--- config.mk ---
export PLATFORM = sky130hd
export DESIGN_NAME = scfl_front
export DESIGN_NICKNAME = d
export VERILOG_FILES = /design/src/design/size_class_free_list_top_macros.svh /design/src/design/scfl_pkg.sv /design/src/design/scfl_front.sv
export SDC_FILE = /design/constraint.sdc
export NUM_CORES = 1
export LEC_CHECK = 0
export BUFFER_PORTS_ARGS = -buffer_cell sky130_fd_sc_hd__buf_2
export CAP_MARGIN = 20
export CORE_MARGIN = 2
export CORE_UTILIZATION = 50
export CTS_BUF_LIST = sky130_fd_sc_hd__clkbuf_8
export CTS_CLUSTER_SIZE = 14
export DETAILED_ROUTE_END_ITERATION = 10
export PLACE_DENSITY_LB_ADDON = 0.25
export SYNTH_ARGS = -nofsm -noshare
export SYNTH_HDL_FRONTEND = slang
export SYNTH_SLANG_ARGS = --single-unit
--- constraint.sdc ---
create_clock -name clk -period 2.4 [get_ports clk]
set_input_delay 0.24 -clock clk [delete_from_list [all_inputs] [get_ports clk]]
set_output_delay 0.24 -clock clk [all_outputs]
set_load 0.03 [all_outputs]
--- src/design/size_class_free_list_top_macros.svh ---
// Assertion macros used by the free list back end
`ifndef SIZE_CLASS_FREE_LIST_TOP_MACROS_SVH
`define SIZE_CLASS_FREE_LIST_TOP_MACROS_SVH
`define SCFL_ASSERT_IMPL(lbl, cond, conseq, msg) \
  lbl: assert property (@(posedge clk) disable iff (!rst_n) (cond) |-> (conseq)) else $error(msg);
`define SCFL_ASSERT_NEXT(lbl, cond, conseq, msg) \
  lbl: assert property (@(posedge clk) disable iff (!rst_n) (cond) |=> (conseq)) else $error(msg);
`endif

--- src/design/scfl_pkg.sv ---
// ----------------------------------------------------------------------------
// scfl_pkg
// Shared types and constants of the size class free list.
// ----------------------------------------------------------------------------
package scfl_pkg;
  localparam int NUM_CLASSES_DEF = 8;
  localparam int LIST_DEPTH_DEF  = 64;
  localparam int NREGS           = 8;
  localparam int CLS_W           = 3;

  localparam logic [1:0] CMD_ADD  = 2'd0;
  localparam logic [1:0] CMD_REM  = 2'd1;
  localparam logic [1:0] CMD_TAKE = 2'd2;
  localparam logic [1:0] CMD_PAGE = 2'd3;

  localparam logic [2:0] ST_OK    = 3'd0;
  localparam logic [2:0] ST_FULL  = 3'd1;
  localparam logic [2:0] ST_NOTF  = 3'd2;
  localparam logic [2:0] ST_EMPTY = 3'd3;
  localparam logic [2:0] ST_SIZE  = 3'd4;

  typedef struct packed {
    logic [1:0]  cmd;
    logic        bad;
    logic [2:0]  cls;
    logic [31:0] addr;
    logic [15:0] size;
    logic [15:0] page;
  } req_t;

  typedef struct packed {
    logic [2:0]  status;
    logic [31:0] addr;
    logic [15:0] size;
    logic [2:0]  cls;
    logic [6:0]  cnt;
    logic [6:0]  removed;
  } res_t;

  localparam int REQ_W = $bits(req_t);
  localparam int RES_W = $bits(res_t);
endpackage

--- src/design/scfl_front.sv ---
// ----------------------------------------------------------------------------
// scfl_front
// Holds the class limits and classifies each incoming request.
// ----------------------------------------------------------------------------
module scfl_front #(
  parameter int NUM_CLASSES = 8
) (
  input  logic                  clk,
  input  logic                  rst_n,
  input  logic                  cfg_we,
  input  logic [2:0]            cfg_index,
  input  logic [15:0]           cfg_data,
  input  logic [1:0]            cmd,
  input  logic [31:0]           addr,
  input  logic [15:0]           size,
  input  logic [15:0]           page,
  input  logic [2:0]            sclass,
  output scfl_pkg::req_t        req
);
  import scfl_pkg::*;
  logic [15:0] lim_r [NREGS];
  logic        found;
  logic [2:0]  fcls;

  always_ff @(posedge clk) begin
    if (!rst_n) begin
      for (int i = 0; i < NREGS; i++) lim_r[i] <= 16'(16 << i);
    end else if (cfg_we) begin
      lim_r[cfg_index] <= cfg_data;
    end
  end

  always_comb begin
    found = 1'b0;
    fcls  = '0;
    for (int i = NREGS - 1; i >= 0; i--) begin
      if (i < NUM_CLASSES && size <= lim_r[i]) begin
        found = 1'b1;
        fcls  = 3'(i);
      end
    end
    req.cmd  = cmd;
    req.addr = addr;
    req.size = size;
    req.page = page;
    if (cmd == CMD_PAGE) begin
      req.cls = sclass;
      req.bad = 32'(sclass) >= NUM_CLASSES;
    end else begin
      req.cls = fcls;
      req.bad = !found;
    end
  end
endmodule

== Word-level counts from Yosys, hierarchy flattened ==
Memories as Yosys holds them, arrays and structs flattened.
Cells that the tools add are included.

* Flip-flop bits (word level): 0
* Bits in writable memories: 128
* Input bits: 91
* Output and inout port bits: 70
* Logic and storage cells: 36
* Memories kept: 1

{| class="wikitable"
|+ Memory list
! memory !! words !! bits a word !! rd ports !! clocked after memory_dff !! write ports !! line !! RTL
|-
| lim_r || 8 || 16 || 8 || 0 || 8 || scfl_front.sv:21 || <nowiki>logic [15:0] lim_r [NREGS];</nowiki>
|}

* $lt $le $gt $ge: 8
* Equality and inequality tests: 1
* Mux-type cells: 24
* Reduce and logical (&&, ||, !) cells: 2

{| class="wikitable"
|+ Operators with widths
! kind !! count
|-
| $le 16x16->1 || 8
|-
| $mux 3 || 9
|-
| $mux 16 || 1
|-
| $reduce_or 16->1 || 1
|-
| $mux 1 || 13
|-
| $mux 4 || 1
|-
| $eq 2x2->1 const B || 1
|-
| $logic_not 1->1 || 1
|}

== Logic depth before layout (Yosys ltp) ==
* Word-level depth: 11
* Depth in mapped cells: 10
* Depth with buffers taken out: 10

== Least setup slack after synthesis ==
Ideal clock, no wire load.

* Path kind: register to output
* From: mem lim_r[4][1]
* To: out req[67] in the netlist's numbering
* Arrival time: 2.506 ns
* Required time: 2.160 ns
* Path slack: -0.346 ns
* Cell stages (with the launch flop): 10
* Path buffers: 0
* Cells stage by stage: edfxtp_1 -> inv_1 -> ha_1 -> nor2b_1 -> o211ai_1 -> a21oi_1 -> o31ai_2 -> a22o_4 -> or2_1 -> nor4_1

{| class="wikitable"
|+ RTL lines
! what !! line !! RTL
|-
| from (decl) || scfl_front.sv:21 ||
|-
| to (decl) || scfl_front.sv:18 || <nowiki>output scfl_pkg::req_t req</nowiki>
|}

==> flow_metrics.py <==
metrics = {
    "worst_setup_path": {
        "cpPeakStageDelay_ps": 380,
        "crit_type": "flop to output port",
        "critPathBufInv": 2,
        "crit_path_start_kind": "flop",
        "crit_path_end_kind": "output port",
        "cp_slowest_cell": "or3b_1",
        "cp.arrival_ps": 2860,
        "cp.required_ps": 2160,
        "path_cells": "inv_1, ha_1, nand4_1, nor3_2, a21boi_2, a2111oi_2, a22oi_2, or3b_1, a31oi_1, a311o_2, buf_6",
        "worstPathMaxFanout": 3,
        "crit_family": "compound AO/OA/AOI/OAI gates",
    },
    "grt": {
        "grt_antenna_before_repair": 0,
        "grt_pass1_vias": 6466,
        "grt_pass1_wl_um": 33400,
        "grt_overflow": 0,
        "grt_max_degree": 17,
        "track_usage_pct": 24.6,
    },
    "yosys": {
        "synth_area_leaders": "edfxtp_1 (45%), ha_1 (19%), and2_1 (8.7%)",
        "synth_cells": 807,
        "ys_ff_latch": 128,
        "syn_avg_cell_area_um2": 10.7,
        "synth_edf_count": 128,
        "synth_fa_ha_area_share_pct": 18.6,
        "yosysTopAreaCell": "edfxtp_1",
        "ys_async_sr_fraction_pct": 0,
        "synth-xor-area-share_pct": 0,
        "synthSimpleGateAreaFrac_pct": 16.3,
        "netlist_area_um2": 8610,
        "synth_top_family_by_area": "adder cells",
        "synthMuxAreaShare_pct": 0,
        "synth_compound_area_share_pct": 8.79,
        "yosysTopAreaCellShare_pct": 44.6,
        "ys_seq_area_share_pct": 44.6,
        "yosys_warnings": 0,
        "synth_common_cells": "edfxtp_1 (128), ha_1 (128), inv_1 (127)",
        "yosysUniqueCellTypes": 51,
        "syn-num-nets": 1026,
        "ys.flop_type": "edfxtp_1",
    },
    "placed_design": {
        "portBuffers": 64,
        "pre_cts_slack_ps": -497,
        "gp_congestion": 0.886,
        "dpl.hpwl_um": 16700,
    },
    "sta": {
        "finalCritPeriodShare_pct": 129,
        "max_freq_mhz": 322,
        "maxSlewHeadroom_pct": 64.3,
        "setup_violations": 4,
        "fin_crit_ps": 3100,
        "final_max_slew_viol_count": 0,
        "setup_ws_ps": -704,
        "rsz0062_at_grt": "yes",
        "hold_viol": 0,
        "worstMarginPinSlew_ps": 532,
    },
    "finish": {
        "syn_to_final_growth_pct": 15.7,
        "top_register": "lim_r",
        "biggestRegsByFlops": "lim_r x128",
        "diodes": 0,
        "fillerInstances": 1389,
        "largest_reg_flops": 128,
        "fin_util_pct": 59.7,
        "drive_gt1_share_pct": 23.7,
        "nNetsFinal": 1117,
    },
    "pwr": {
        "p_leak_nw": 4.65,
        "p_switching_mw": 1.51,
        "p_int_mw": 3.97,
        "clkPwrFrac_pct": 31.7,
        "totalPowerFinal_mw": 5.48,
        "p_per_area_nw_per_um2": 550,
        "share_comb_of_total_power_pct": 20.3,
        "ir_worst_vdd_uv": 298,
        "swShare_pct": 27.6,
        "seqPwrFrac_pct": 48.0,
    },
    "clock_tree": {
        "cts_made_buffers": 17,
        "clk_pin_slew_ps": 70,
        "cts_root_buf": "clkbuf_8",
        "htree_num_levels": 4,
        "cts_tree": "done",
        "clk_path_buf_depth": 2,
        "clock_sinks": 128,
    },
    "die": {
        "start_util_pct": 51.6,
        "io-pin-count": 161,
        "fp.dieH_um": 135,
        "core.rowCount": 47,
        "core-area_um2": 16700,
        "die_area_um2": 18300,
        "die_w_um": 135,
    },
    "routing": {
        "via_count": 6161,
        "drt_iter0_markers": 395,
        "ant_nets": 0,
        "wl_per_cell_um": 19.0,
        "drt_first_pass_iters": 4,
        "viasPerCell": 5.45,
        "remaining_drc_errors": 0,
        "finalWirelength_um": 21500,
    },
    "job": {
        "drv_cap": 0,
    },
    "worst_hold_path": {
        "hp-class": "primary input to flop",
    },
    "status": {
        "status": "complete, but fails checks",
        "violations": "negative setup slack",
    },
}
cell usage in the layout, fill, tap and decap left out, types with 2 or more instances in the layout:
| cell type | n |
|---|---|
| a2111oi_0 | 2 |
| a211oi_1 | 4 |
| a21boi_0 | 2 |
| a21o_1 | 22 |
| a21oi_1 | 36 |
| a21oi_2 | 6 |
| a221o_1 | 2 |
| and2_1 | 120 |
| and4_1 | 2 |
| buf_12 | 7 |
| buf_2 | 60 |
| buf_4 | 77 |
| buf_6 | 3 |
| bufinv_16 | 2 |
| clkbuf_8 | 17 |
| clkinv_1 | 2 |
| clkinv_2 | 8 |
| edfxtp_1 | 128 |
| ha_1 | 122 |
| ha_4 | 6 |
| inv_1 | 125 |
| inv_2 | 3 |
| nand2_1 | 12 |
| nand2b_1 | 8 |
| nand3_1 | 18 |
| nand4_1 | 19 |
| nor2_1 | 16 |
| nor2b_1 | 6 |
| nor3_1 | 4 |
| nor3_2 | 2 |
| o211ai_1 | 5 |
| o21a_1 | 2 |
| o21ai_0 | 5 |
| o21ai_1 | 9 |
| o22ai_1 | 2 |
| or2_1 | 3 |
| or3_1 | 7 |
| or3b_1 | 2 |
cell families (layout without fill, tap and decap cells):
group | after synthesis | after routing
simple gates | 234 | 234
buf+inv | 202 | 306
fa+ha+maj | 128 | 128
flops | 128 | 128
compound gates | 115 | 115
through the flow:
step / setup TNS [ps] / std cells / cell area, um^2 / hold slack, ps
final: -2580 / 1131 / 9970 / 218
after global routing: -3030 / 1131 / 9970 / 220
after CTS: -2690 / 1130 / 9890 / 187
after detailed placement: -1800 / 1096 / 9390 / 480
after global placement: -1550 / 1096 / 9390 / 480
after floorplan: -22.4 / 807 / 8630 / 418
final cells by class:
cell class	count	area (um^2)	area share, %
clock buffers	17	234	2.35
clock inverters	15	128	1.28
inverters	127	477	4.78
multi-input cells	477	3960	39.7
flip-flops and latches	128	3840	38.6
well taps	220	275	2.76
repair buffers	147	1050	10.6
metal layers:
| layer | vias to the layer above | share of wire (%) | global-route usage, % |
|---|---|---|---|
| li1 | 2938 | - | - |
| met1 | 2942 | 40 | 28.9 |
| met2 | 199 | 49 | 43.0 |
| met3 | 82 | 6.2 | 3.78 |
| met4 | 0 | 4.8 | 14.1 |
| met5 | - | 0 | 0 |
what timing repair did:
item	in CTS	in global routing
endpoints found under the setup margin	4	4
gates resized for setup	26	13
endpoints found under the hold margin	0	0
hold buffers	0	0
pin swaps	14	12
buffers inserted	2	1
final timing paths:
kind	startpoint	to	depth (start not counted)
setup / recovery	lim_r[6][14]	req[64]	11
hold / removal	cfg_data[4]	lim_r[0][4]	2
power by group through the flow:
| stage | Clock [mW] | Combinational (mW) | Sequential [mW] |
|---|---|---|---|
| floorplan | 0 | 0.738 | 2.67 |
| global placement | 0 | 0.989 | 2.68 |
| detailed placement | 0 | 1.04 | 2.68 |
| CTS | 1.76 | 1.09 | 2.63 |
| global route | 1.85 | 1.23 | 2.65 |
| finish | 1.74 | 1.11 | 2.63 |
Power figures use the tool's default switching activity.
