`src/design/size_class_free_list_top_macros.svh`:
```
// Assertion macros used by the free list back end
`ifndef SIZE_CLASS_FREE_LIST_TOP_MACROS_SVH
`define SIZE_CLASS_FREE_LIST_TOP_MACROS_SVH
`define SCFL_ASSERT_IMPL(lbl, cond, conseq, msg) \
  lbl: assert property (@(posedge clk) disable iff (!rst_n) (cond) |-> (conseq)) else $error(msg);
`define SCFL_ASSERT_NEXT(lbl, cond, conseq, msg) \
  lbl: assert property (@(posedge clk) disable iff (!rst_n) (cond) |=> (conseq)) else $error(msg);
`endif

```
`src/design/scfl_fifo.sv`:
```
// ----------------------------------------------------------------------------
// scfl_fifo
// Two entry register queue.
// ----------------------------------------------------------------------------
module scfl_fifo #(
  parameter int WIDTH = 8
) (
  input  logic             clk,
  input  logic             rst_n,
  input  logic             push,
  input  logic [WIDTH-1:0] din,
  output logic             full,
  input  logic             pop,
  output logic [WIDTH-1:0] dout,
  output logic             empty
);
  logic [WIDTH-1:0] q_r [2];
  logic             rd_r, wr_r;
  logic [1:0]       cnt_r;
  logic             do_push, do_pop;

  assign full    = cnt_r == 2'd2;
  assign empty   = cnt_r == 2'd0;
  assign dout    = q_r[rd_r];
  assign do_push = push && !full;
  assign do_pop  = pop && !empty;

  always_ff @(posedge clk) begin
    if (do_push) q_r[wr_r] <= din;
    if (!rst_n) begin
      rd_r  <= 1'b0;
      wr_r  <= 1'b0;
      cnt_r <= 2'd0;
    end else begin
      if (do_push) wr_r <= !wr_r;
      if (do_pop) rd_r <= !rd_r;
      cnt_r <= cnt_r + 2'(do_push) - 2'(do_pop);
    end
  end
endmodule

```
`config.mk`:
```
export PLATFORM = sky130hd
export DESIGN_NAME = scfl_fifo
export DESIGN_NICKNAME = d
export VERILOG_FILES = /design/src/design/size_class_free_list_top_macros.svh /design/src/design/scfl_fifo.sv
export SDC_FILE = /design/constraint.sdc
export NUM_CORES = 1
export LEC_CHECK = 0
export ABC_AREA = 1
export ABC_CLOCK_PERIOD_IN_PS = 1390
export BUFFER_PORTS_ARGS = -buffer_cell sky130_fd_sc_hd__buf_2
export CAP_MARGIN = 20
export CELL_PAD_IN_SITES_DETAIL_PLACEMENT = 1
export CELL_PAD_IN_SITES_GLOBAL_PLACEMENT = 1
export CORE_MARGIN = 4
export CORE_UTILIZATION = 36
export DETAILED_ROUTE_END_ITERATION = 8
export PLACE_DENSITY = 0.83
export SYNTH_ARGS = -nofsm -noshare
export SYNTH_HDL_FRONTEND = slang
export SYNTH_SLANG_ARGS = --single-unit
```
`constraint.sdc`:
```
create_clock -name clk -period 1.39 [get_ports clk]
set_input_delay 0 -clock clk [delete_from_list [all_inputs] [get_ports clk]]
set_output_delay 0 -clock clk [all_outputs]
set_load 0.03 [all_outputs]
```
* After elaboration in Yosys (flattened, before gate mapping)
Memory sizes are Yosys's and may differ from the RTL's. A register that Yosys moved wholly into a read port is not among the register bits.
Index checks and enable logic that the tools add are counted.
W data, S select, Z words.
** Cells by class
- Add/sub/neg operators :: 2
- Eq/ne operators :: 1
- Multiplexer cells :: 4
- Reductions and logical operators :: 7
** Operators by type and width (number)
- $logic_not A1 Y1 :: 4
- $mux W1 :: 4
- $add A2 B1 Y2 :: 1
- $eq A2 B2 Y1 const B :: 1
- $logic_and A1 B1 Y1 :: 2
- $logic_not A2 Y1 :: 1
- $sub A2 B1 Y2 :: 1
** Word-level totals
- Register bits after elaboration :: 4
- Memory bits (writable) :: 16
- Word-level logic and storage cells :: 18
- Memories kept :: 1
** Memory list
- q_r :: depth 2, width 8, read ports 1, clocked after memory_dff 1, wr ports 1, RTL line scfl_fifo.sv:17 : logic [WIDTH-1:0] q_r [2];

* Depth between registers and ports, before layout
Gate-level depths: netlist (run 1).
- Word-level depth :: 5
- Depth in mapped cells :: 11
- Mapped depth without buffers :: 11

* Worst setup path after synthesis (run 1)
Ideal clock, no wire load.
- Path kind :: flip-flop to flip-flop
- From :: register cnt_r[1]
- To :: register cnt_r[1]
- Setup time :: 0.115 ns
- Data arrival time :: 1.453 ns
- Data required time :: 1.275 ns
- Path slack :: -0.178 ns
- Stages on the path, launching flop included :: 10
- Path buffers :: 0
- Cells stage by stage :: dfxtp_1 > nor2_2 > nor2_2 > ha_1 > inv_1 > ha_1 > inv_1 > nand2_1 > a21oi_1 > nor2_1
** On the way
- Elaborated cells on any way between the ends :: 8
** RTL lines
- from (decl) :: RTL line scfl_fifo.sv:19 : logic [1:0] cnt_r;
- from (signal assigned) :: RTL line scfl_fifo.sv:37 : cnt_r <= cnt_r + 2'(do_push) - 2'(do_pop);
- $logic_not A2 Y1 :: RTL line scfl_fifo.sv:23 : assign empty = cnt_r == 2'd0;
- via empty :: RTL line scfl_fifo.sv:15 : output logic empty
- $logic_not A1 Y1 :: RTL line scfl_fifo.sv:26 : assign do_pop = pop && !empty;
- $logic_and A1 B1 Y1 :: RTL line scfl_fifo.sv:26
- via do_pop :: RTL line scfl_fifo.sv:20 : logic do_push, do_pop;
- $sub A2 B1 Y2 :: RTL line scfl_fifo.sv:37
The timed path passes the listed nets, and every way through them passes these cells.
A chain may end at the register's enable or synchronous reset.

* Worst setup path after layout (run 1)
- From :: register cnt_r[0]
- To :: register cnt_r[1]
** On the way
- Word-level cells in the longest chain between the ends :: 5
- Elaborated cells on any way between the ends :: 8
** RTL lines
- $eq A2 B2 Y1 :: RTL line scfl_fifo.sv:22 : assign full = cnt_r == 2'd2;
- $logic_not A1 Y1 :: RTL line scfl_fifo.sv:25 : assign do_push = push && !full;
- $logic_and A1 B1 Y1 :: RTL line scfl_fifo.sv:25
- $add A2 B1 Y2 :: RTL line scfl_fifo.sv:37
- $sub A2 B1 Y2 * :: RTL line scfl_fifo.sv:37
Mark *: on every way between the ends. The rest lies on a longest branch, timed or not.

==> results of run 1 <==
[cells in the mapped netlist]
| cell type | instances |
|---|---|
| nand2_1 | 9 |
| edfxtp_1 | 16 |
| nor2_1 | 6 |
| buf_6 | 1 |
| dfxtp_1 | 5 |
| a21oi_1 | 2 |
| ha_1 | 2 |
| nand3_1 | 3 |
| inv_1 | 9 |
| nor2_2 | 2 |
| mux2_4 | 8 |
[cells in the final DEF (no fill, tap or decap), drive strengths merged]
master       count
mux2             8
nor2             8
dfxtp            5
inv              9
ha               2
edfxtp          16
nand2            9
a21oi            2
nand3            3
buf             27
clkbuf           4
dlygate4sd3      9
[cells by family (layout without fill, tap and decap cells)]
family,count (synthesis),count (layout)
fa+ha+maj,2,2
mux,8,8
simple gates,20,20
buf+inv,10,49
flops,21,21
compound gates,2,2
[metal layers]
layer | track usage, % | share of wire, % | wire length (um)
met2 | 22.8 | 60 | 1040
met4 | 2.98 | 0 | 0
met5 | 0 | 0 | 0
met1 | 11.4 | 34 | 590
met3 | 2.49 | 5.6 | 96
[state kept, by name, summed over array words and instances, names as in the netlist, named ones only]
| signal | cells |
|---|---|
| q_r | 16 |
| cnt_r | 2 |
| rd_r | 1 |
| wr_r | 1 |
[what timing repair did]
item | 4_1_cts | 5_1_grt
resized for setup | 13 | 4
endpoints found under the hold margin | 20 | 3
setup endpoints to repair | 1 | 2
pin swaps | 2 | 4
hold buffers | 8 | 1
gates cloned | 0 | 0
buffers inserted | 1 | 1
[layout make-up]
cell class	instances	area (um^2)	share of cell area, %
multi-input combinational	32	295	24.3
sequential	21	586	48.1
clock buffer	4	26.3	2.16
inverter	9	33.8	2.78
tap	28	35.0	2.88
timing repair buffer	36	240	19.8
[tightest hold or removal path: cells and delay by family]
family	cells	cell delay (ps)
AOI/OAI and AO/OA	1	70
buffers and inverters	1	110
and+or+nand+nor	1	90
[worst paths after layout]
check	startpoint	endpoint	slack, ps	cells after the start
max	cnt_r[0]	cnt_r[1]	-70	11
min	push	wr_r	20	3
max reg2reg	cnt_r[0]	cnt_r[1]	-70	11
min reg2reg	wr_r	wr_r	530	2
[where the power goes]
group / total [mW] / internal (mW) / switching, mW / leakage, nW
clock network: 0.270 / 0.111 / 0.158 / 0.0150
registers: 0.892 / 0.820 / 0.0718 / 0.192
logic: 1.06 / 0.449 / 0.608 / 0.320
total: 2.22 / 1.38 / 0.839 / 0.527
==> results, run 1 <==
- The final layout contains 117 nets.
- The iteration count of the initial detailed-routing pass is 3.
- The final cell utilization of the core is around 54%.
- The synthesized area is 865 um^2.
- The worst setup path is launched from a flip-flop.
- The post-synthesis share of cell area spent on full adders, half adders and majority gates is a little under 3%.
- edfxtp_1 takes more of the synthesized area than any other cell.
- The max-cap check violation count is 0.
- Once placement completed, the tool counted placed cells totaling around 120.
- The initial antenna violation count came to 0.
- The tree built by TritonCTS fans out to 21 sinks.
- The non-filler instance count after layout is 130.
- Input and output buffers added on the ports amount to 21.
- The total via count after detailed routing is ~590.
- After synthesis, the mean cell area works out to 13.7 um^2.
- The flow ran to the end, but the final reports show violations.
- The number of inserted filler cells in the final layout is ~260.
- The floorplan step defined a core boundary enclosing ~2300 um^2.
- OpenSTA, run right after detailed placement, puts the worst setup slack at -143 ps.
- The setup path with the least slack is of type flip-flop to flip-flop.
- Headroom to the max-slew limit came out at approximately 87%.
- In this run the vertical extent of the chip is between 50 and 60 um.
- Setup violations remaining at the end of the flow were counted as 1.
- The master cell of the clock root buffer is clkbuf_4.
- From synthesis to final layout, the design area changed by 40.7%.
- The number of placement rows is 17.
- The minimum setup slack in the final design is -66.1 ps.
- The delay of the slowest cell on the worst path is 390 ps.
- Summed over all cells, the static leakage comes to between 0.5 and 0.6 nW.
- The iteration-0 DRC count of the detailed router is 2.
- The XOR/XNOR share of the synthesized area is 0%.
- The placed instance area is 1030 um^2.
- The clock insertion delay at the later pin of the skew report is 280 ps.
- After global routing the overflow that remains totals 0.
- The top cell type's share of synthesized area is ~56%.
- Cells with a size suffix above 1 make up 53.9% of the layout.
- Data on the critical path is required at its endpoint by roughly 1600 ps.
- For this run, design rule violations remaining after detail routing come to 0.
- The critical path goes through inv_2 > nand2_2 > nand2_2 > ha_4 > inv_2 > ha_4 > inv_2 > nand2_2 > nand3_2 > nand2_2 > nor2_1.
- The floorplan die area is 3250 um^2.
- STA classifies the critical path endpoint as a flip-flop.
- Along the worst path, the maximum fanout reaches 3.
- Of the post-synthesis cell area, the part taken by muxes is about 14%.
- The total routed wirelength is around 1700 um.
- The ratio of total power to cell area is around 1800 nW/um^2.
- The worst-margin pin slew is between 150 and 200 ps.
- The count of warnings emitted by yosys is 0.
- The pin count of the biggest net entering global routing is 12.
- The combinational family with the most area after synthesis is multiplexers.
- The effective utilization at floorplan is 38.3%.
- The horizontal extent of the die is between 50 and 60 um.
- The count of antenna-violating nets left after detailed routing is 0.
- The finished layout cell area is between 1000 and 1500 um^2.
- The data arrival time at the worst-slack endpoint is between 1500 and 2000 ps.
- Grouping stages by cell kind, the critical path spends the most delay in simple AND/OR/NAND/NOR gates.
- The maximum ir drop on the vdd rail is 0.00109 V.
- The post-synthesis compound-gate area fraction is around 1.2%.
- The number of clock buffers added by TritonCTS is 3.
- The sum of negative setup slack is -66.1 ps.
- Using the TritonRoute via totals, the vias-per-cell ratio works out to 4.53.
- The distinct cell type count of the synthesized netlist is 11.
- After layout, the minimum clock period comes to 1460 ps.
- The antenna diode count is 0.
- The final reports fail on setup timing.
- The HPWL after detailed placement is 1230 um.
- Together, buffers and inverters on the worst path number 3.
- The sequential area share after synthesis is 67.1%.
- In the final routed layout, each cell accounts on average for roughly 13 um.
- The clock edge transition at the registers on the reported setup and hold paths is 100 ps.
- The first global-routing pass estimated between 2000 and 3000 um of wire.
- The max-slew violation count is 0.
- Final hold analysis gives a worst-case slack of 16.3 ps.
- Setup repair after global routing could not meet its margin everywhere.
- Counting every net in the synthesized netlist gives between 70 and 80.
- The path class of the tightest hold or removal check is input pin to flip-flop.
- No sink is reached through more buffers than the 2 on the longest clock path.
- The H-tree depth is 1.
- The number of storage elements in the synthesis netlist is 21.
- Clock skew on the completed layout was measured at about 1.8 ps.
- The weighted congestion reported at the end of routability-driven placement is ~0.74.
- The via count of the first global-routing pass is between 600 and 700.
- In the finished design, the share of the clock period the worst path needs comes to 105%.
- The final-report hold violation count is 0.
- After technology mapping, the gate count stands at between 60 and 70.
- In this design, the critical path's most frequently occurring cell is nand2_2.
- The I/O pin total is 22.
- The overall power after layout is roughly 2.2 mW.
- The global-route usage over all layers is between 10% and 20%.
- The clock tree from TritonCTS is yes.
- The largest individual stage delay along the critical path comes from the cell dfxtp_4.
- The maximum frequency from static timing analysis is roughly 700 MHz.
- Ranked by total cell area, the synthesized netlist is headed by edfxtp_1 56%, mux2_4 14%, dfxtp_1 12%.
- The synthesized netlist devotes under 10% of its cell area to simple gates.
No activity file was read; power rests on OpenSTA's default activity.
==> inputs of run 2 (changes only) <==
--- a/config.mk
+++ b/config.mk
@@ -6,15 +6,16 @@
 export NUM_CORES = 1
 export LEC_CHECK = 0
 export ABC_AREA = 1
-export ABC_CLOCK_PERIOD_IN_PS = 1390
+export ABC_CLOCK_PERIOD_IN_PS = 1500
 export BUFFER_PORTS_ARGS = -buffer_cell sky130_fd_sc_hd__buf_2
 export CAP_MARGIN = 20
 export CELL_PAD_IN_SITES_DETAIL_PLACEMENT = 1
 export CELL_PAD_IN_SITES_GLOBAL_PLACEMENT = 1
 export CORE_MARGIN = 4
-export CORE_UTILIZATION = 36
+export CORE_UTILIZATION = 37
 export DETAILED_ROUTE_END_ITERATION = 8
-export PLACE_DENSITY = 0.83
+export PLACE_DENSITY = 0.82
 export SYNTH_ARGS = -nofsm -noshare
 export SYNTH_HDL_FRONTEND = slang
 export SYNTH_SLANG_ARGS = --single-unit
+export TNS_END_PERCENT = 50
==> constraint.sdc (replaced) <==
create_clock -name clk -period 1.5 [get_ports clk]
set_input_delay 0 -clock clk [delete_from_list [all_inputs] [get_ports clk]]
set_output_delay 0 -clock clk [all_outputs]
set_load 0.03 [all_outputs]
==> run 2 against run 1 <==
The run now ends clean. Clock skew hardly changed. Setup slack better by 110 ps. Maximum frequency hardly changed. Worst hold slack better by 420 ps. Sequential power is 5.9% lower. Global-route usage is 0.66 points lower. Final cell count is 1.5% higher. Design area is 2.8% higher. Clock power is 5% lower. Utilization is 2.6 points higher. Sequential cell count stayed put. Critical path type unchanged. Largest cell class unchanged. Highest routed layer is now met4.
==> results, run 2 (synthesis gave the netlist of run 1 again) <==
- The data arrival time at the worst-slack endpoint came to 1690 ps (was 1670 ps).
- The effective utilization at floorplan is 39.1% (was 38.3%).
- The category of the most critical setup path is flip-flop to flip-flop (unchanged).
- The number of buffers on the longest clock path is 2 (unchanged).
- The register containing the most flip-flops in the final layout is q_r (unchanged).
- The top routing layer in use is met4 (was met3).
- The critical path data required time is 1730 ps (was 1610 ps).
- The reg-to-reg startpoint is cnt_r[0] (unchanged).
- The height of the die came to 56.3 um (was 57.0 um).
- The maximum clock skew at final layout was 1.47 ps (was 1.77 ps).
- The critical path startpoint category is a flip-flop (unchanged).
- The layout-stage area growth over the synthesis result is 44.6% (was 40.7%).
- The iteration count of the initial detailed-routing pass is 4 (was 3).
- The most common cell after layout, fill and taps aside was buf_2 (unchanged).
- The first-pass GRT wire length is 2600 um (was 2830 um).
- The number of clock sinks seen by CTS is 21 (unchanged).
- The HPWL after detailed placement is 1160 um (was 1230 um).
- The weighted congestion reported at the end of routability-driven placement is 0.711 (was 0.742).
- Result of the run: finished clean (was complete, but fails checks).
- The final layout net count is 119 (was 117).
- The maximum frequency from static timing analysis came to 687 MHz (about the same).
- The number of flip-flops under the largest register name is 16 (unchanged).
- The placement-stage worst setup slack is -68.0 ps (was -143 ps).
- The total via count after detailed routing was 593 (was 589).
- The horizontal extent of the die is 56.3 um (was 57.0 um).
- The leftover overflow at the end of global routing is 0 (unchanged).
- The endpoint of the worst register-to-register path is cnt_r[1] (unchanged).
- The I/O pin total is 22 (unchanged).
- The kind of capture point of the worst setup path is a flip-flop (unchanged).
- The minimum setup slack in the final design is 44.3 ps (was -66.1 ps).
- The share of final-layout standard cells stronger than drive strength 1 is 51.0% (was 53.9%).
- The initial antenna violation count came to 0 (unchanged).
- The clock tree from TritonCTS is yes (unchanged).
- The worst-margin pin slew is 317 ps (was 192 ps).
- The total DRC errors in the routed layout is 0 (unchanged).
- The quantity of I/O buffers inserted on ports came to 21 (unchanged).
- The non-filler instance count after layout is 132 (was 130).
- The classification of the worst-slack hold path is input pin to flip-flop (unchanged).
- The floorplan die area is 3170 um^2 (was 3250 um^2).
- The launch point of the worst path was cnt_r[0] (unchanged).
- The count of antenna-violating nets left after detailed routing was 0 (unchanged).
- The clock insertion delay at the later pin of the skew report came to 290 ps (was 280 ps).
- The detailed route wirelength on metal3 is 108 um (was 96 um).
- The routed metal-1 wirelength is 653 um (was 590 um).
- Leading cell types in the layout, fill and taps excluded: 21 x buf_2, 16 x edfxtp_1, 11 x dlygate4sd3_1 (was 21 x buf_2, 16 x edfxtp_1, 9 x dlygate4sd3_1).
- The final cell utilization of the core was 56.5% (was 53.9%).
- The finished layout cell area is 1250 um^2 (was 1220 um^2).
- The core outline area is 2210 um^2 (was 2250 um^2).
- The max-slew violation count is 0 (unchanged).
- The placed instance area is 1020 um^2 (was 1030 um^2).
- The via count of the first global-routing pass was 594 (was 674).
- The pin count of the biggest net entering global routing is 13 (was 12).
- The cell total after placement was 114 (was 115).
- The timing endpoint of the critical path is cnt_r[1] (unchanged).
- The share of the clock period used by the worst path was 97.0% (was 105%).
- The clock edge transition at the registers on the reported setup and hold paths is 110 ps (was 100 ps).
- The maximum ir drop on the vdd rail is 0.00113 V (was 0.00109 V).
- The detail-routed net length per standard cell is 13.7 um (was 13.3 um).
- The max-slew headroom at the worst pin is 78.9% (was 87.2%).
- The number of placement rows is 17 (unchanged).
- The cell leakage power was 0.547 nW (was 0.527 nW).
- The length of routed met2 wiring was 1020 um (was 1040 um).
- The ratio of total power to cell area was 1710 nW/um^2 (was 1820 nW/um^2).
- The antenna diode count was 0 (unchanged).
- The sum of negative setup slack came to 0 ps (was -66.1 ps).
- The final count of negative-setup-slack endpoints is 0 (was 1).
- The peak fanout along the critical path came to 3 (unchanged).
- The H-tree depth came to 1 (unchanged).
- The number of buffers created by CTS was 3 (unchanged).
- The global-route usage over all layers is 10.7% (was 11.3%).
- The final-report hold violation count was 0 (unchanged).
- The max-cap check violation count is 0 (unchanged).
- The depth of the worst register-to-register path is 10 (was 11).
- The overall power after layout is 2.14 mW (was 2.22 mW).
- The total routed wirelength came to 1810 um (was 1730 um).
- The register-to-register setup slack is 40 ps (was -70 ps).
- The average via count per standard cell is 4.49 (was 4.53).
- The minimum clock period is 1460 ps (about the same).
- The iteration-0 DRC count of the detailed router is 2 (unchanged).
- Largest registers: q_r: 16 flops, cnt_r: 2 flops (unchanged).
- The master cell of the clock root buffer is clkbuf_4 (unchanged).
- The final hold slack was 431 ps (was 16.3 ps).
run 2: changes by cell type in the layout (fill, tap and decap cells not counted), moves of 2 or more:
cell,change
dlygate4sd3_1,+2
inv_1,+2
inv_2,-3
nand2_2,-3
nand2_4,+2
run 2: where the power goes:
| part | leakage, nW | switching, mW | internal, mW |
|---|---|---|---|
| clock network | 0.0177 | 0.157 | 0.0991 |
| logic | 0.337 | 0.589 | 0.455 |
| registers | 0.192 | 0.0743 | 0.764 |
run 2: repair_timing:
| item | 4_1_cts | 5_1_grt |
|---|---|---|
| setup endpoints to repair | 1 | 9 |
| hold buffers | 11 | 0 |
| endpoints found under the hold margin | 21 | 0 |
| resized for setup | 1 | 18 |
| pin swaps | 1 | 6 |
| setup buffers | 1 | 2 |
run 2: worst min-delay path by stage:
stage                     end  cells after the start    from  slack (ps)
floorplan            cnt_r[0]                      2   rst_n          90
global placement    q_r[1][7]                      1  din[7]         190
detailed placement  q_r[0][7]                      1  din[7]         200
CTS                 q_r[0][6]                      2  din[6]         410
global route        q_r[0][6]                      2  din[6]         410
finish              q_r[1][5]                      2  din[5]         430
run 2: area by class of cell:
| class | instances | area [um^2] |
|---|---|---|
| fillers | 243 | 962 |
| clock buffers | 3 | 22.5 |
| clock inverters | 1 | 5.00 |
| flip-flops and latches | 21 | 588 |
| inverters | 9 | 36.3 |
| repair buffers | 38 | 260 |
| multi-input cells | 32 | 303 |
| well taps | 28 | 35.0 |
run 2: critical path, stage by stage (launching register included):
cell and delay, ps:
dfxtp_4 380, nor2_4 140, nor2_4 60, ha_4 260, inv_1 60, ha_4 170, inv_2 50, nand2_2 70
nand3_2 60, nand2_1 50, nor2_1 90
run 2: routing by layer:
| metal | GRT usage (%) | vias up |
|---|---|---|
| li1 | - | 294 |
| met1 | 12.1 | 276 |
| met2 | 19.0 | 21 |
| met3 | 2.76 | 2 |
| met4 | 4.07 | 0 |
| met5 | 0 | - |
==> inputs of run 3 (changes only) <==
--- a/config.mk
+++ b/config.mk
@@ -6,7 +6,7 @@
 export NUM_CORES = 1
 export LEC_CHECK = 0
 export ABC_AREA = 1
-export ABC_CLOCK_PERIOD_IN_PS = 1500
+export ABC_CLOCK_PERIOD_IN_PS = 1550
 export BUFFER_PORTS_ARGS = -buffer_cell sky130_fd_sc_hd__buf_2
 export CAP_MARGIN = 20
 export CELL_PAD_IN_SITES_DETAIL_PLACEMENT = 1
@@ -15,6 +15,7 @@
 export CORE_UTILIZATION = 37
 export DETAILED_ROUTE_END_ITERATION = 8
 export PLACE_DENSITY = 0.82
+export SLEW_MARGIN = 40
 export SYNTH_ARGS = -nofsm -noshare
 export SYNTH_HDL_FRONTEND = slang
 export SYNTH_SLANG_ARGS = --single-unit
==> constraint.sdc (replaced) <==
create_clock -name clk -period 1.55 [get_ports clk]
set_input_delay 0 -clock clk [delete_from_list [all_inputs] [get_ports clk]]
set_output_delay 0 -clock clk [all_outputs]
set_load 0.03 [all_outputs]
==> run 3 against run 2 <==
Power down 4.5%. Maximum frequency down 3.4%. Clock power down 4%. Sequential power down 2.7%. Critical path depth unchanged. Largest cell class unchanged. Worst hold slack worse by 410 ps. First-iteration DRC count rose to 4.5 times the previous value. Die area unchanged. Combinational power down 6%. Non-clock buffer count down 2. Via count down 1.5%.
==> results, run 3 (synthesis gave the netlist of run 1 again) <==
- The count of antenna-violating nets left after detailed routing was 0 (unchanged).
- The most common cell after layout, fill and taps aside is buf_2 (unchanged).
- The share of the clock period used by the worst path was 97.2% (was 97.0%).
- The maximum ir drop on the vdd rail is 0.00105 V (was 0.00113 V).
- The category of the most critical setup path was flip-flop to flip-flop (unchanged).
- The max-slew headroom at the worst pin was 77.9% (was 78.9%).
- The share of final-layout standard cells stronger than drive strength 1 is 51.0% (about the same).
- The final cell utilization of the core is 55.3% (was 56.5%).
- The detail-routed net length per standard cell is 14.0 um (was 13.7 um).
- Critical Path, Cell by Cell: buf_6 > nor2_4 > nor2_4 > ha_4 > inv_2 > ha_4 > inv_2 > nand2_4 > a21oi_2 > nor2_1 (was nor2_4 > nor2_4 > ha_4 > inv_1 > ha_4 > inv_2 > nand2_2 > nand3_2 > nand2_1 > nor2_1).
- The depth of the worst register-to-register path is 10 (unchanged).
- Largest registers: q_r: 16 flops, cnt_r: 2 flops (unchanged).
- The layout-stage area growth over the synthesis result is 41.5% (was 44.6%).
- The cell at the slowest stage of the critical path was dfxtp_2 (was dfxtp_4).
- The max-cap check violation count is 0 (unchanged).
- The leftover overflow at the end of global routing was 0 (unchanged).
- The iteration count of the initial detailed-routing pass is 2 (was 4).
- The final-report hold violation count is 0 (unchanged).
- The pin count of the biggest net entering global routing is 12 (was 13).
- The maximum frequency from static timing analysis was 664 MHz (was 687 MHz).
- The number of placement rows is 17 (unchanged).
- The effective utilization at floorplan is 39.1% (unchanged).
- The HPWL after detailed placement is 1250 um (was 1160 um).
- The max-slew violation count came to 0 (unchanged).
- The initial antenna violation count came to 0 (unchanged).
- The peak fanout along the critical path is 2 (was 3).
- The height of the die is 56.3 um (unchanged).
- The weighted congestion reported at the end of routability-driven placement is 0.709 (was 0.711).
- The iteration-0 DRC count of the detailed router is 9 (was 2).
- The number of buffers on the longest clock path was 2 (unchanged).
- The global-route usage over all layers is 11.8% (was 10.7%).
- Result of the run: finished clean (unchanged).
- The clock insertion delay at the later pin of the skew report came to 290 ps (about the same).
- The antenna diode count is 0 (unchanged).
- The H-tree depth was 1 (unchanged).
- The delay of the slowest cell on the worst path is 340 ps (was 380 ps).
- The critical path startpoint category is a flip-flop (unchanged).
- The quantity of I/O buffers inserted on ports came to 21 (unchanged).
- The data arrival time at the worst-slack endpoint is 1700 ps (was 1690 ps).
- The I/O pin total is 22 (unchanged).
- The critical path data required time is 1740 ps (was 1730 ps).
- The cell leakage power is 0.532 nW (was 0.547 nW).
- The non-filler instance count after layout is 130 (was 132).
- The floorplan die area is 3170 um^2 (unchanged).
- The clock edge transition at the registers on the reported setup and hold paths is 110 ps (about the same).
- The first-pass GRT wire length was 2850 um (was 2600 um).
- The cell total after placement came to 113 (was 114).
- The via count of the first global-routing pass is 674 (was 594).
- The final count of negative-setup-slack endpoints is 0 (unchanged).
- The total via count after detailed routing is 584 (was 593).
- The worst-margin pin slew is 332 ps (was 317 ps).
- The maximum clock skew at final layout is 5.88 ps (was 1.47 ps).
- The minimum clock period is 1510 ps (was 1460 ps).
- The total routed wirelength is 1820 um (was 1810 um).
- The number of cells on the worst hold path is 4 (was 2).
- The final layout net count came to 117 (was 119).
- The classification of the worst-slack hold path is input pin to flip-flop (unchanged).
- The ratio of total power to cell area is 1670 nW/um^2 (was 1710 nW/um^2).
- The master cell of the clock root buffer was clkbuf_4 (unchanged).
- The horizontal extent of the die came to 56.3 um (unchanged).
- The number of buffers created by CTS is 3 (unchanged).
- The number of flip-flops under the largest register name is 16 (unchanged).
- The total DRC errors in the routed layout is 0 (unchanged).
- The average via count per standard cell was 4.49 (about the same).
- The overall power after layout is 2.04 mW (was 2.14 mW).
- The clock tree from TritonCTS is yes (unchanged).
- The core outline area is 2210 um^2 (unchanged).
- The number of clock sinks seen by CTS is 21 (unchanged).
- The number of inserted filler cells in the final layout is 239 (was 243).
- Leading cell types in the layout, fill and taps excluded: 21 x buf_2, 16 x edfxtp_1, 10 x dlygate4sd3_1 (was 21 x buf_2, 16 x edfxtp_1, 11 x dlygate4sd3_1).
- The register containing the most flip-flops in the final layout was q_r (unchanged).
- The kind of capture point of the worst setup path is a flip-flop (unchanged).
[run 3: cell types whose count changed in the layout (fill, tap and decap cells not counted), sizes merged]
cell	delta
clkbuf	+1
clkinv	-1
dlygate4sd3	-1
buf	-1
[run 3: final cells by class]
class                      instances  area [um^2]  area share, %
clock buffer                       4         26.3           2.15
inverter                           9         33.8           2.76
multi-input combinational         32          298           24.3
sequential                        21          584           47.8
tap                               28         35.0           2.86
timing repair buffer              36          246           20.1
[run 3: timing repair]
action	in CTS	in global routing
hold buffers	10	0
resized for setup	1	16
endpoints found under the hold margin	21	0
pin swaps	0	8
setup buffers	1	2
endpoints found under the setup margin	1	8
[run 3: path summary, 6_finish.rpt]
kind / from / to / slack, ps
max reg2reg: cnt_r[0] / cnt_r[1] / 40
min reg2reg: rd_r / rd_r / 510
min: pop / rd_r / 30
max: cnt_r[0] / cnt_r[1] / 40
[run 3: where the power goes]
| group | switching [mW] | internal, mW |
|---|---|---|
| clock | 0.147 | 0.100 |
| combinational | 0.539 | 0.438 |
| sequential | 0.0849 | 0.732 |
[run 3: worst max-delay path: cells and delay by family (launching register included)]
kind                     cells  cell delay, ps
AO/OA/AOI/OAI                1             130
adder cells (fa/ha/maj)      2             410
buffers and inverters        3             230
flip-flops                   1             340
AND/OR/NAND/NOR              4             300
[run 3: through the flow]
stage / hold WS, ps / setup TNS (ps) / area [um^2] / setup slack (ps)
2_1_floorplan: 93.5 / 0 / 870 / 81.0
3_3_place_gp: 190 / 0 / 1010 / 42.6
3_5_place_dp: 192 / -58.4 / 1010 / -58.4
4_1_cts: 21.3 / 0 / 1150 / 27.1
5_1_grt: 16.4 / -15.1 / 1220 / -15.1
6_report: 26.5 / 0 / 1220 / 43.1
[run 3: per-layer routing]
layer	track usage, %	part of all wire (%)
met1	12.3	37
met2	21.9	58
met3	2.76	5.5
met4	5.76	0
met5	0	0
